[src/hw/rtl/hfb_pkg.sv]
// Shared types, register codes and the world transform for the heightfield bounds block.
// No dependencies; used by every other file of the block.
`timescale 1ns / 1ps

package hfb_pkg;

    localparam int LOCAL_W = 17;
    localparam int COORD_W = 32;

    localparam logic [LOCAL_W-1:0] MINUS_HALF = 17'h1C000;

    localparam logic signed [COORD_W-1:0] COORD_MAX = 32'sh7FFF_FFFF;
    localparam logic signed [COORD_W-1:0] COORD_MIN = 32'sh8000_0000;

    // register indexes, byte address = 8 * index
    localparam logic [2:0] REG_MATRIX_X = 3'd0;
    localparam logic [2:0] REG_MATRIX_Y = 3'd1;
    localparam logic [2:0] REG_MATRIX_Z = 3'd2;
    localparam logic [2:0] REG_COLUMNS  = 3'd3;
    localparam logic [2:0] REG_ROWS     = 3'd4;
    localparam logic [2:0] REG_COL_STEP = 3'd5;
    localparam logic [2:0] REG_ROW_STEP = 3'd6;

    typedef logic signed [COORD_W-1:0] coord_t;
    typedef logic signed [LOCAL_W-1:0] local_t;
    typedef logic signed [15:0]        height_t;

    typedef struct packed {
        logic [63:0] mrow_x;
        logic [63:0] mrow_y;
        logic [63:0] mrow_z;
        logic [10:0] columns;
        logic [10:0] rows;
        logic [15:0] col_step;
        logic [15:0] row_step;
    } cfg_t;

    typedef struct packed {
        coord_t max_z;
        coord_t max_y;
        coord_t max_x;
        coord_t min_z;
        coord_t min_y;
        coord_t min_x;
    } bounds_t;

    // One matrix row applied to (x, h, z, 1). Terms aligned to Q.23, summed exactly,
    // rounded half up to Q16.16 and saturated.
    function automatic coord_t world(input logic [63:0] row, input local_t x,
                                     input height_t h, input local_t z);
        logic signed [15:0] cx;
        logic signed [15:0] cy;
        logic signed [15:0] cz;
        logic signed [15:0] ct;
        logic signed [32:0] px;
        logic signed [32:0] pz;
        logic signed [31:0] py;
        logic [41:0]        sum;
        logic [41:0]        rnd;
        logic [34:0]        r;
        coord_t             res;
        cx  = row[15:0];
        cy  = row[31:16];
        cz  = row[47:32];
        ct  = row[63:48];
        px  = cx * x;
        pz  = cz * z;
        py  = cy * h;
        sum = {{9{px[32]}}, px} + {{9{pz[32]}}, pz}
            + {{3{py[31]}}, py, 7'd0} + {{11{ct[15]}}, ct, 15'd0};
        rnd = sum + 42'd64;
        r   = rnd[41:7];
        if (r[34:31] == 4'b0000 || r[34:31] == 4'b1111) begin
            res = r[31:0];
        end else if (r[34]) begin
            res = COORD_MIN;
        end else begin
            res = COORD_MAX;
        end
        return res;
    endfunction

endpackage

[src/hw/rtl/hfb_walk.sv]
// Grid walker: column/row counters and Q1.15 local position accumulators.
// Depends on hfb_pkg; advances once per accepted word.
`timescale 1ns / 1ps

module hfb_walk import hfb_pkg::*; #(
    parameter int MAX_GRID_SIZE = 1024
) (
    input  logic   aclk,
    input  logic   aresetn,
    input  cfg_t   cfg,
    input  logic   step,
    output local_t local_x,
    output local_t local_z,
    output logic   grid_last
);

    localparam int CNT_W = (MAX_GRID_SIZE > 2) ? $clog2(MAX_GRID_SIZE) : 1;
    localparam int CMP_W = (CNT_W + 1 > 12) ? CNT_W + 1 : 12;
    localparam logic [CMP_W-1:0] SIZE_MAX = CMP_W'(MAX_GRID_SIZE);
    localparam logic [CMP_W-1:0] SIZE_MIN = CMP_W'(2);

    logic [CNT_W-1:0]   col_cnt_reg, col_cnt_next;
    logic [CNT_W-1:0]   row_cnt_reg, row_cnt_next;
    logic [LOCAL_W-1:0] lx_reg, lx_next;
    logic [LOCAL_W-1:0] lz_reg, lz_next;
    logic [CMP_W-1:0]   cols_ext, rows_ext, last_col, last_row;
    logic               col_more, row_more;

    assign cols_ext = CMP_W'(cfg.columns);
    assign rows_ext = CMP_W'(cfg.rows);

    // clamp to [2, MAX_GRID_SIZE], then last index
    assign last_col = ((cols_ext < SIZE_MIN) ? SIZE_MIN :
                       (cols_ext > SIZE_MAX) ? SIZE_MAX : cols_ext) - CMP_W'(1);
    assign last_row = ((rows_ext < SIZE_MIN) ? SIZE_MIN :
                       (rows_ext > SIZE_MAX) ? SIZE_MAX : rows_ext) - CMP_W'(1);

    assign col_more  = CMP_W'(col_cnt_reg) < last_col;
    assign row_more  = CMP_W'(row_cnt_reg) < last_row;
    assign grid_last = !col_more && !row_more;
    assign local_x   = lx_reg;
    assign local_z   = lz_reg;

    always_comb begin
        col_cnt_next = col_cnt_reg;
        row_cnt_next = row_cnt_reg;
        lx_next      = lx_reg;
        lz_next      = lz_reg;
        if (col_more) begin
            col_cnt_next = col_cnt_reg + CNT_W'(1);
            lx_next      = lx_reg + {1'b0, cfg.col_step};
        end else begin
            col_cnt_next = '0;
            lx_next      = MINUS_HALF;
            if (row_more) begin
                row_cnt_next = row_cnt_reg + CNT_W'(1);
                lz_next      = lz_reg + {1'b0, cfg.row_step};
            end else begin
                row_cnt_next = '0;
                lz_next      = MINUS_HALF;
            end
        end
    end

    always_ff @(posedge aclk) begin
        if (!aresetn) begin
            col_cnt_reg <= '0;
            row_cnt_reg <= '0;
            lx_reg      <= MINUS_HALF;
            lz_reg      <= MINUS_HALF;
        end else if (step) begin
            col_cnt_reg <= col_cnt_next;
            row_cnt_reg <= row_cnt_next;
            lx_reg      <= lx_next;
            lz_reg      <= lz_next;
        end
    end

endmodule

[config.mk]
export PLATFORM = sky130hd
export DESIGN_NAME = hfb_walk
export DESIGN_NICKNAME = d
export VERILOG_FILES = /design/src/hw/rtl/hfb_pkg.sv /design/src/hw/rtl/hfb_walk.sv
export SDC_FILE = /design/constraint.sdc
export NUM_CORES = 1
export LEC_CHECK = 0
export BUFFER_PORTS_ARGS = -buffer_cell sky130_fd_sc_hd__buf_4
export CORE_AREA = 2 2 109 111
export DETAILED_ROUTE_END_ITERATION = 8
export DIE_AREA = 0 0 111 113
export PLACE_DENSITY = 0.75
export SYNTH_ARGS = -nofsm -noshare
export SYNTH_HDL_FRONTEND = slang
export SYNTH_SLANG_ARGS = --single-unit
export TNS_END_PERCENT = 20
[constraint.sdc]
create_clock -name aclk -period 9.3 [get_ports aclk]
set_input_delay 0.93 -clock aclk [delete_from_list [all_inputs] [get_ports aclk]]
set_output_delay 0.93 -clock aclk [all_outputs]
set_load 0.01 [all_outputs]
* Yosys cells after proc, flatten, opt, wreduce, memory -nomap -nowiden *
Index checks and enable logic that the tools add are counted.

word-level totals
  flip-flop bits (word level) = 54
  input bits = 249
  output and inout port bits = 35

operators by class
  add/subtract/negate cells = 6
  magnitude comparators = 6
  reductions and logical operators = 4
  muxes and demuxes = 8
  bitwise logic cells = 1

operators with widths
  kind                   count
  $mux 11                4
  $add 17x16->17         2
  $mux 17                2
  $lt 10x12->1           2
  $sub 11x1->12 const B  2
  $gt 11x11->1 const B   2
  $lt 11x2->1 const B    2
  $add 10x1->10 const B  2
  $mux 10                2
  $logic_not 1->1        2
  $reduce_and 2->1       1
  $logic_and 1x1->1      1
  $not 1->1              1

* Logic depth before layout (Yosys ltp) *
Gate-level depths: netlist (run 1).

  word-level depth = 7
  mapped depth = 18

* Least setup slack after synthesis (run 1) *
No wires, ideal clock.

  kind = input to output
  from = input port cfg[48] (netlist name)
  to = output port grid_last
  path buffers = 1
  stages = 12
  data arrival time = 3,896 ps
  slack = 4,474 ps
  path through = or4_4 nor3_2 o21ai_0 ha_1 buf_2 nand3b_1 a32oi_1 ha_1 nand4_1 a211o_2 a221oi_4 and2b_1

between the ends
  cells in the longest elaborated chain, start to end = 7

ends and longest elaborated chain
  element              line            source
  from (decl)          hfb_walk.sv:10  input cfg_t cfg,
  $gt 11x11->1         hfb_walk.sv:34  (cols_ext > SIZE_MAX) ? SIZE_MAX : cols_ext) - CMP_W'(1);
  $mux 11              hfb_walk.sv:34
  $mux 11 *            hfb_walk.sv:33  assign last_col = ((cols_ext < SIZE_MIN) ? SIZE_MIN :
  $sub 11x1->12 *      hfb_walk.sv:34
  $lt 10x12->1 *       hfb_walk.sv:38  assign col_more = CMP_W'(col_cnt_reg) < last_col;
  $logic_not 1->1 *    hfb_walk.sv:40  assign grid_last = !col_more && !row_more;
  $logic_and 1x1->1 *  hfb_walk.sv:40
  to (decl)            hfb_walk.sv:14  output logic grid_last

Mark *: on every way between the ends. The rest lies on a longest branch, timed or not.

* Final worst setup path (run 1) *
Same ends and word-level chain as after synthesis.

==> results.cfg, run 1 <==
[logic_synthesis]
syn_area_per_cell_sq_um = 8.30
synth.cell_area_sq_um = 4420
synth_top_cell_by_area = dfxtp_1
synth_area_leaders = dfxtp_1 (24%), ha_1 (15%), nor2_1 (5.6%), a21oi_1 (5.3%), xnor2_1 (4.2%)
synth_edf_count = 0
yosysWarnings = 0
synthArstFlopShare_pct = 0
synth_cell_types = 69
synth_top_cell_area_share_pct = 24.4
yosysMostFrequentCell = nor2_1
syn-instance-count = 533
syn_nets = 838
synth-seq-cells = 54
synth-main-ff-cell = dfxtp_1
ys_top_cells_by_count = nor2_1 (66), dfxtp_1 (54), ha_1 (54), a21oi_1 (47), nand2_1 (37)
synth_seq_area_share_pct = 24.4

[clock_tree]
postCtsSetupBuffers = 0
clk_path_buf_depth = 2
cts_resized = 0
cts_sinks = 54
htree_levels = 2
holdBufCountCts = 0
clk_latency_ns = 0.29
cts_buffers = 5
clk_pin_slew_worst_paths_ns = 0.07
root_buffer = clkbuf_16
cts_tree = done

[timing]
setup_viol_count_final = 0
final_max_slew_viol_count = 0
tightest_slew_ns = 0.809
rsz0062_at_grt = false
fin_skew_ns = 0.00643
fin_tns_setup_ns = 0
hold_viol_final = 0
max_freq_ghz = 0.183
min_period_over_period_pct = 58.7
slew_headroom_pct = 45.9
period_needed_ns = 5.46

[critical_path]
worst-r2r-setup-slack_ns = 6.17
path_max_fanout = 10
critPathKind = input pin to output pin
arrival_ns = 4.53
cpPeakStageDelay_ns = 0.57
critical-path-slowest-cell = or4_4
cp-start-kind = input pin
path_cells = buf_4 -> or4_4 -> nor3_2 -> o21ai_0 -> ha_1 -> nand3b_1 -> a32oi_1 -> ha_1 -> nand4_1 -> a211o_2 -> a221oi_4 -> and2b_1 -> buf_4
cp.required_ns = 8.37
critPathCaptureType = output pin

[global_routing]
grt_usage_pct = 18.9
grt_pass1_wl_mm = 19.8
antenna_found_initial = 0
grt_pass1_vias = 4226
grt_max_degree = 25
overflow = 0

[floorplan]
chipWidth_um = 111
die_area_sq_um = 12500
num_rows = 39
fp.coreArea_sq_um = 11300
die_y_um = 113
boundaryPins = 284
start_util_pct = 39.2

[power_and_ir_drop]
clockPowerShare_pct = 33.4
ir_drop_mv = 0.0770
switchingPower_mw = 0.202
switching_share_pct = 30.2
power_frac_comb_pct = 28.9
seq_power_share_pct = 37.6
p_int_mw = 0.468
power_density_nw_per_um2 = 124
cellLeakagePower_nw = 2.40

[layout]
stdcell_area_sq_um = 5390
layout-drive-gt1-share_pct = 19.7
diodes = 0
area_growth_syn_to_layout_pct = 22.0
fillers = 1074
finish.net_count = 924

[detailed_routing]
drt-total-wl_mm = 11.8
avgRoutedWirePerCell_um = 15.4
drc = 0
drt_iter0_drc = 208
antenna_left = 0
vias_per_cell = 5.65
num_vias = 4314
dr.pass1.iters = 5

[run]
maxCapViolCount = 0

[place]
placed_cell_area_sq_um = 5220
hpwlAfterDp_mm = 9.20
place_congestion = 0.864
portBuffers = 91

[run_status]
outcome = finished clean

[min_path]
hold_class = register to register
-- cells in the final DEF, fill, tap and decap left out, drive strengths merged, types with 3 or more instances in the layout --
cell    synthesis  routed
nor2b           5       5
nor2           66      66
dfxtp          54      54
a41o            3       3
o22ai           3       3
and2            3       3
nor3           17      17
mux2i           8       8
xnor2          21      21
o21ai          27      27
nor4            3       3
or3             7       7
o211ai          7       7
inv            12      13
or4             3       3
nand4           5       5
o21bai          6       6
a211oi         11      11
nand3          11      11
or2             6       6
ha             54      54
nand2          38      38
nand2b          5       5
a21oi          48      48
a22o           15      15
a31oi           5       5
a21o           11      11
buf             6      91
and3           10      10
o21a           10      10
xor2           18      18
clkbuf          6       6
-- cells by family (layout without fill, tap and decap cells) --
kind of cell	Yosys count	in the layout	synth area share, %
and+or+nand+nor	186	186	20.8
AOI/OAI and AO/OA	163	163	26.0
adders and majority gates	56	56	16.2
DFF	54	54	24.4
xor gates and xnor gates	39	39	7.73
muxes	9	9	2.07
buffers and inverters	26	113	2.72
-- power by group through the flow --
stage / combinational (mW) / clock (mW) / sequential (mW)
after floorplan: 0.119 / 0 / 0.260
after detailed placement: 0.191 / 0 / 0.257
after global placement: 0.185 / 0 / 0.257
after CTS: 0.193 / 0.229 / 0.252
final: 0.194 / 0.224 / 0.252
after global routing: 0.218 / 0.238 / 0.254
-- stage by stage --
stage	power [mW]	setup slack, ns	cells	hold WS, ns	utilization [%]
floorplan	0.379	4.47	533	0.471	-
global placement	0.441	3.88	755	0.473	46.3
detailed placement	0.448	3.84	755	0.480	46.3
CTS	0.675	3.81	763	0.492	47.9
global route	0.710	3.50	763	0.519	47.9
finish	0.670	3.84	763	0.493	47.9
-- worst max-delay path, delay by kind of cell --
kind,cells,cell delay (ns)
AOI/OAI and AO/OA,4,1.17
adders and majority gates,2,0.67
buffers and inverters,2,0.24
and+or+nand+nor,5,1.52
-- area by class of cell --
cell class | count | area (sq um) | share of cell area (%)
Tap cell | 143 | 179 | 3.32
Clock buffer | 6 | 139 | 2.57
Sequential cell | 54 | 1080 | 20.0
Clock inverter | 2 | 38.8 | 0.719
Timing Repair Buffer | 91 | 683 | 12.7
Multi-Input combinational cell | 453 | 3220 | 59.7
Inverter | 14 | 52.6 | 0.974
-- layer usage --
layer / vias up / GRT usage [%] / wire length (um)
met3: 15 / 7.66 / 1200
met2: 133 / 31.6 / 5250
li1: 2146 / - / -
met1: 2020 / 22.7 / 5160
met5: - / 0 / 0
met4: 0 / 4.58 / 176
-- path summary, 6_finish.rpt --
kind | startpoint | to | depth (start not counted)
min reg2reg | local_x[12] | local_x[12] | 2
min | local_x[12] | local_x[12] | 2
max | cfg[48] | grid_last | 13
max reg2reg | local_z[0] | local_z[16] | 9
No activity file was read; power rests on OpenSTA's default activity.
==> inputs of run 2 (changes only) <==
--- a/config.mk
+++ b/config.mk
@@ -5,11 +5,12 @@
 export SDC_FILE = /design/constraint.sdc
 export NUM_CORES = 1
 export LEC_CHECK = 0
+export ABC_AREA = 1
 export BUFFER_PORTS_ARGS = -buffer_cell sky130_fd_sc_hd__buf_4
-export CORE_AREA = 2 2 109 111
+export CORE_AREA = 2 2 111 113
 export DETAILED_ROUTE_END_ITERATION = 8
-export DIE_AREA = 0 0 111 113
-export PLACE_DENSITY = 0.75
+export DIE_AREA = 0 0 113 115
+export PLACE_DENSITY = 0.77
 export SYNTH_ARGS = -nofsm -noshare
 export SYNTH_HDL_FRONTEND = slang
 export SYNTH_SLANG_ARGS = --single-unit
==> constraint.sdc (replaced) <==
create_clock -name aclk -period 5 [get_ports aclk]
set_input_delay 0.5 -clock aclk [delete_from_list [all_inputs] [get_ports aclk]]
set_output_delay 0.5 -clock aclk [all_outputs]
set_load 0.01 [all_outputs]
==> results.cfg, run 2 <==
[logic_synthesis]
syn-instance-count = 693
synth_top_cell_by_area = dfxtp_1
syn_area_per_cell_sq_um = 6.69
synth_edf_count = 0
ys_top_cells_by_count = nand2_1 (196), a21oi_1 (65), nor2_1 (64), inv_1 (59)
synth_top_cell_area_share_pct = 23.3
yosysWarnings = 0
syn_nets = 998
yosysMostFrequentCell = nand2_1
synth-seq-cells = 54
synthArstFlopShare_pct = 0
synth_cell_types = 43
synth_area_leaders = dfxtp_1 (23%), nand2_1 (16%), ha_1 (15%), a21oi_1 (7.0%), nor2_1 (5.2%)
synth_seq_area_share_pct = 23.3
synth-main-ff-cell = dfxtp_1
synth.cell_area_sq_um = 4640

[floorplan]
start_util_pct = 39.2
boundaryPins = 284
die_area_sq_um = 13000
fp.coreArea_sq_um = 11800
chipWidth_um = 113
die_y_um = 115
num_rows = 40

[min_path]
hold_class = register to register

[global_routing]
grt_pass1_wl_mm = 19.9
grt_pass1_vias = 4262
antenna_found_initial = 0
grt_usage_pct = 18.5
overflow = 0
grt_max_degree = 28

[detailed_routing]
num_vias = 4657
avgRoutedWirePerCell_um = 12.8
drt_iter0_drc = 193
drt-total-wl_mm = 11.8
dr.pass1.iters = 7
antenna_left = 0
drc = 3
vias_per_cell = 5.02

[critical_path]
critPathKind = input pin to output pin
arrival_ns = 3.22
critPathCaptureType = output pin
cp-start-kind = input pin
cp.required_ns = 4.50
path_max_fanout = 12

[timing]
tightest_slew_ns = 0.574
min_period_over_period_pct = 74.4
fin_skew_ns = 0.0121
period_needed_ns = 3.72
fin_tns_setup_ns = 0
hold_viol_final = 0
rsz0062_at_grt = false
setup_viol_count_final = 0
slew_headroom_pct = 61.5
final_max_slew_viol_count = 0
max_freq_ghz = 0.269

[clock_tree]
clk_pin_slew_worst_paths_ns = 0.08
clk_path_buf_depth = 2
cts_resized = 0
postCtsSetupBuffers = 0
htree_levels = 2
cts_sinks = 54
clk_latency_ns = 0.29
root_buffer = clkbuf_16
cts_tree = done
cts_buffers = 5
holdBufCountCts = 0

[layout]
final_common_cell = nand2_1
finish.net_count = 1085
layout-drive-gt1-share_pct = 17.2
fillers = 1216
layout_common_cells = nand2_1 (196), buf_4 (91), a21oi_1 (65)
multi_input_area_sq_um = 3230
final-seq-area_sq_um = 1080
area_growth_syn_to_layout_pct = 20.9
finish.utilization_pct = 47.4
diodes = 0

[run_status]
outcome = finished, violations left
violations = design-rule violations

[place]
hpwlAfterDp_mm = 9.40
place_congestion = 0.882
portBuffers = 91

[power_and_ir_drop]
power_density_nw_per_um2 = 214
cellLeakagePower_nw = 2.82
ir_drop_mv = 0.183

[run]
maxCapViolCount = 0
-- run 2: cell count changes after synthesis, moves of 7 or more --
cell,previous run,this run
inv_1,12,59
a21oi_1,47,65
o21ai_0,24,34
a211oi_1,11,1
mux2i_1,8,0
o21a_1,10,1
nand2_1,37,196
a22o_1,15,0
and3_1,10,0
or3_1,7,0
nand3_1,10,33
-- run 2: critical path, cell delays in order --
cell      delay [ns]
buf_4           0.11
nor2_1          0.04
nand2_1         0.07
nor2_2          0.05
nand2_1         0.06
nand2_2         0.14
a21boi_0        0.31
ha_1            0.26
nand2_1         0.08
a21oi_2         0.25
nand2_1         0.08
a32oi_1         0.22
ha_1            0.15
inv_1           0.04
nor3_1          0.26
nand4_1         0.13
nor2_1          0.15
nor2_2          0.08
nor2_1          0.11
buf_4           0.15
-- run 2: layout make-up --
class | count | share of cell area, %
tap | 147 | 3.28
timing repair buffer | 91 | 12.2
clock inverter | 3 | 0.781
clock buffer | 5 | 2.23
multi-input combinational | 561 | 57.7
inverter | 67 | 4.53
sequential | 54 | 19.3
-- run 2: where the power goes --
part	switching, mW	leakage (nW)	total, mW	internal, mW
combinational	0.189	2.29	0.333	0.144
clock	0.164	0.0842	0.401	0.238
sequential	0.0184	0.439	0.465	0.447
total	0.371	2.82	1.20	0.829
-- run 2: metal layers --
layer	share of wire [%]	track usage [%]	wire [um]
met1	51	25.8	5990
met2	41	29.3	4870
met3	7.9	5.11	938
met4	0.40	2.60	47
met5	0	0	0
-- run 2: path summary, 6_finish.rpt --
check	startpoint	endpoint	slack, ns	depth (start not counted)
max	cfg[37]	grid_last	1.28	20
min	local_z[5]	local_z[5]	0.47	2
max reg2reg	local_z[0]	local_z[12]	2.39	15
min reg2reg	local_z[5]	local_z[5]	0.47	2
-- run 2: logic make-up after synthesis --
| family | Yosys count | share of synthesized area (%) |
|---|---|---|
| buf+inv | 78 | 6.94 |
| flops | 54 | 23.3 |
| compound gates | 125 | 15.0 |
| fa+ha+maj | 56 | 15.4 |
| xor+xnor | 35 | 6.61 |
| simple gates | 345 | 32.7 |
-- run 2: per-stage QoR --
stage          area, sq um  hold slack, ns  instances  setup WS (ns)  power [mW]
2_1_floorplan         4640           0.458        693           1.80       0.691
5_1_grt               5600           0.499        928          0.975        1.27
3_3_place_gp          5440           0.460        920           1.35       0.800
6_report              5600           0.475        928           1.28        1.20
4_1_cts               5600           0.474        928           1.28        1.21
3_5_place_dp          5440           0.462        920           1.28       0.804
==> inputs of run 3 (changes only) <==
==> constraint.sdc (replaced) <==
create_clock -name aclk -period 3 [get_ports aclk]
set_input_delay 0.3 -clock aclk [delete_from_list [all_inputs] [get_ports aclk]]
set_output_delay 0.3 -clock aclk [all_outputs]
set_load 0.01 [all_outputs]
==> results.cfg, run 3 (synthesized netlist as in run 2, its figures left out) <==
[run_status]
outcome = finished, violations left
violations = design-rule violations

[place]
place_congestion = 0.910
hpwlAfterDp_mm = 9.89
place_ws_ns = -0.176
placed_cells = 956
portBuffers = 91

[min_path]
hold_class = input pin to register

[layout]
final_common_cell = nand2_1
finalNonFillerCells = 973
finish.net_count = 1130
diodes = 0
layout-drive-gt1-share_pct = 26.2
area_growth_syn_to_layout_pct = 33.1
layout_common_cells = nand2_1 (184), buf_4 (126), a21oi_1 (63)
finish.utilization_pct = 52.2
fillers = 1144

[timing]
fin_tns_setup_ns = 0
final_max_slew_viol_count = 0
fin_skew_ns = 0.0107
min_period_over_period_pct = 98.1
tightest_slew_ns = 0.513
period_needed_ns = 2.94
slew_headroom_pct = 65.5
setup_viol_count_final = 0
rsz0062_at_grt = true
hold_viol_final = 0
worst_slack_ns = 0.0574
max_freq_ghz = 0.340
hold-worst-slack_ns = 0.305

[floorplan]
die_y_um = 115
start_util_pct = 39.2
die_area_sq_um = 13000
fp.coreArea_sq_um = 11800
num_rows = 40
chipWidth_um = 113
boundaryPins = 284

[global_routing]
grt_max_degree = 28
grt_pass1_vias = 4562
grt_usage_pct = 19.5
overflow = 0
grt_pass1_wl_mm = 20.8
antenna_found_initial = 0

[detailed_routing]
drt_iter0_drc = 219
avgRoutedWirePerCell_um = 12.9
drc = 3
vias_per_cell = 5.01
num_vias = 4875
dr.pass1.iters = 6
antenna_left = 0
drt-total-wl_mm = 12.6

[critical_path]
cpPeakStageDelay_ns = 0.29
path_cells = buf_4 -> nor2_2 -> nand2_1 -> nor2_2 -> nand2_1 -> nand2_2 -> buf_6 -> nand2_1 -> nand3_1 -> nor2_2 -> nand2_1 -> xnor2_1 -> ha_1 -> inv_1 -> o31ai_2 -> nand4_1 -> nand2_1 -> nor2_4 -> nor2_2 -> buf_6
path_max_fanout = 10
cpLargestDelayFamily = simple AND/OR/NAND/NOR gates
critPathKind = input pin to output pin
cp.required_ns = 2.70
critical-path-slowest-cell = ha_1
critPathCaptureType = output pin
critPathMostFrequentCell = nand2_1
crit_buf_inv = 4
cp-start-kind = input pin
arrival_ns = 2.64

[power_and_ir_drop]
ir_drop_mv = 0.240
power_density_nw_per_um2 = 330
cellLeakagePower_nw = 3.09

[clock_tree]
root_buffer = clkbuf_16
clk_pin_slew_worst_paths_ns = 0.07
htree_levels = 2
cts_tree = done
holdBufCountCts = 0
cts_sinks = 54
cts_buffers = 5
clk_path_buf_depth = 2
clk_latency_ns = 0.31

[run]
maxCapViolCount = 0
-- run 3: area by class of cell --
class / count / area, sq um / area share, %
clock inverter: 2 / 17.5 / 0.284
inverter: 67 / 254 / 4.12
sequential: 54 / 1080 / 17.5
timing repair buffer: 136 / 1080 / 17.6
clock buffer: 6 / 139 / 2.25
multi-input combinational: 561 / 3410 / 55.3
tap: 147 / 184 / 2.98
-- run 3: timing repair --
action	CTS	global route
cloned	0	0
pin swaps	2	33
resized for setup	9	49
hold endpoints to repair	0	0
setup endpoints to repair	1	18
setup buffers	2	7
-- run 3: per-layer routing --
metal | track usage (%) | routed length (um)
met1 | 25.5 | 5960
met2 | 31.8 | 5450
met3 | 5.96 | 1020
met4 | 4.39 | 148
met5 | 0 | 0
-- run 3: path summary, 6_finish.rpt --
kind | startpoint | depth (start not counted) | end | slack, ns
worst max-delay path | cfg[39] | 20 | grid_last | 0.06
worst min-delay path | aresetn | 2 | local_z[16] | 0.31
worst max register to register | local_z[0] | 15 | local_z[12] | 0.48
worst min register to register | local_z[2] | 2 | local_z[2] | 0.47
-- run 3: power by group --
part	internal (mW)	leakage, nW	total (mW)	switching (mW)
sequential	0.745	0.439	0.773	0.0287
combinational	0.292	2.58	0.636	0.344
clock	0.336	0.0770	0.627	0.291
-- run 3: stage by stage --
step                      area [sq um]  power, mW
after CTS                         5950       2.02
after floorplan                   4640       1.15
after global placement            5740       1.37
final                             6170       2.04
after global routing              6170       2.16
after detailed placement          5740       1.38
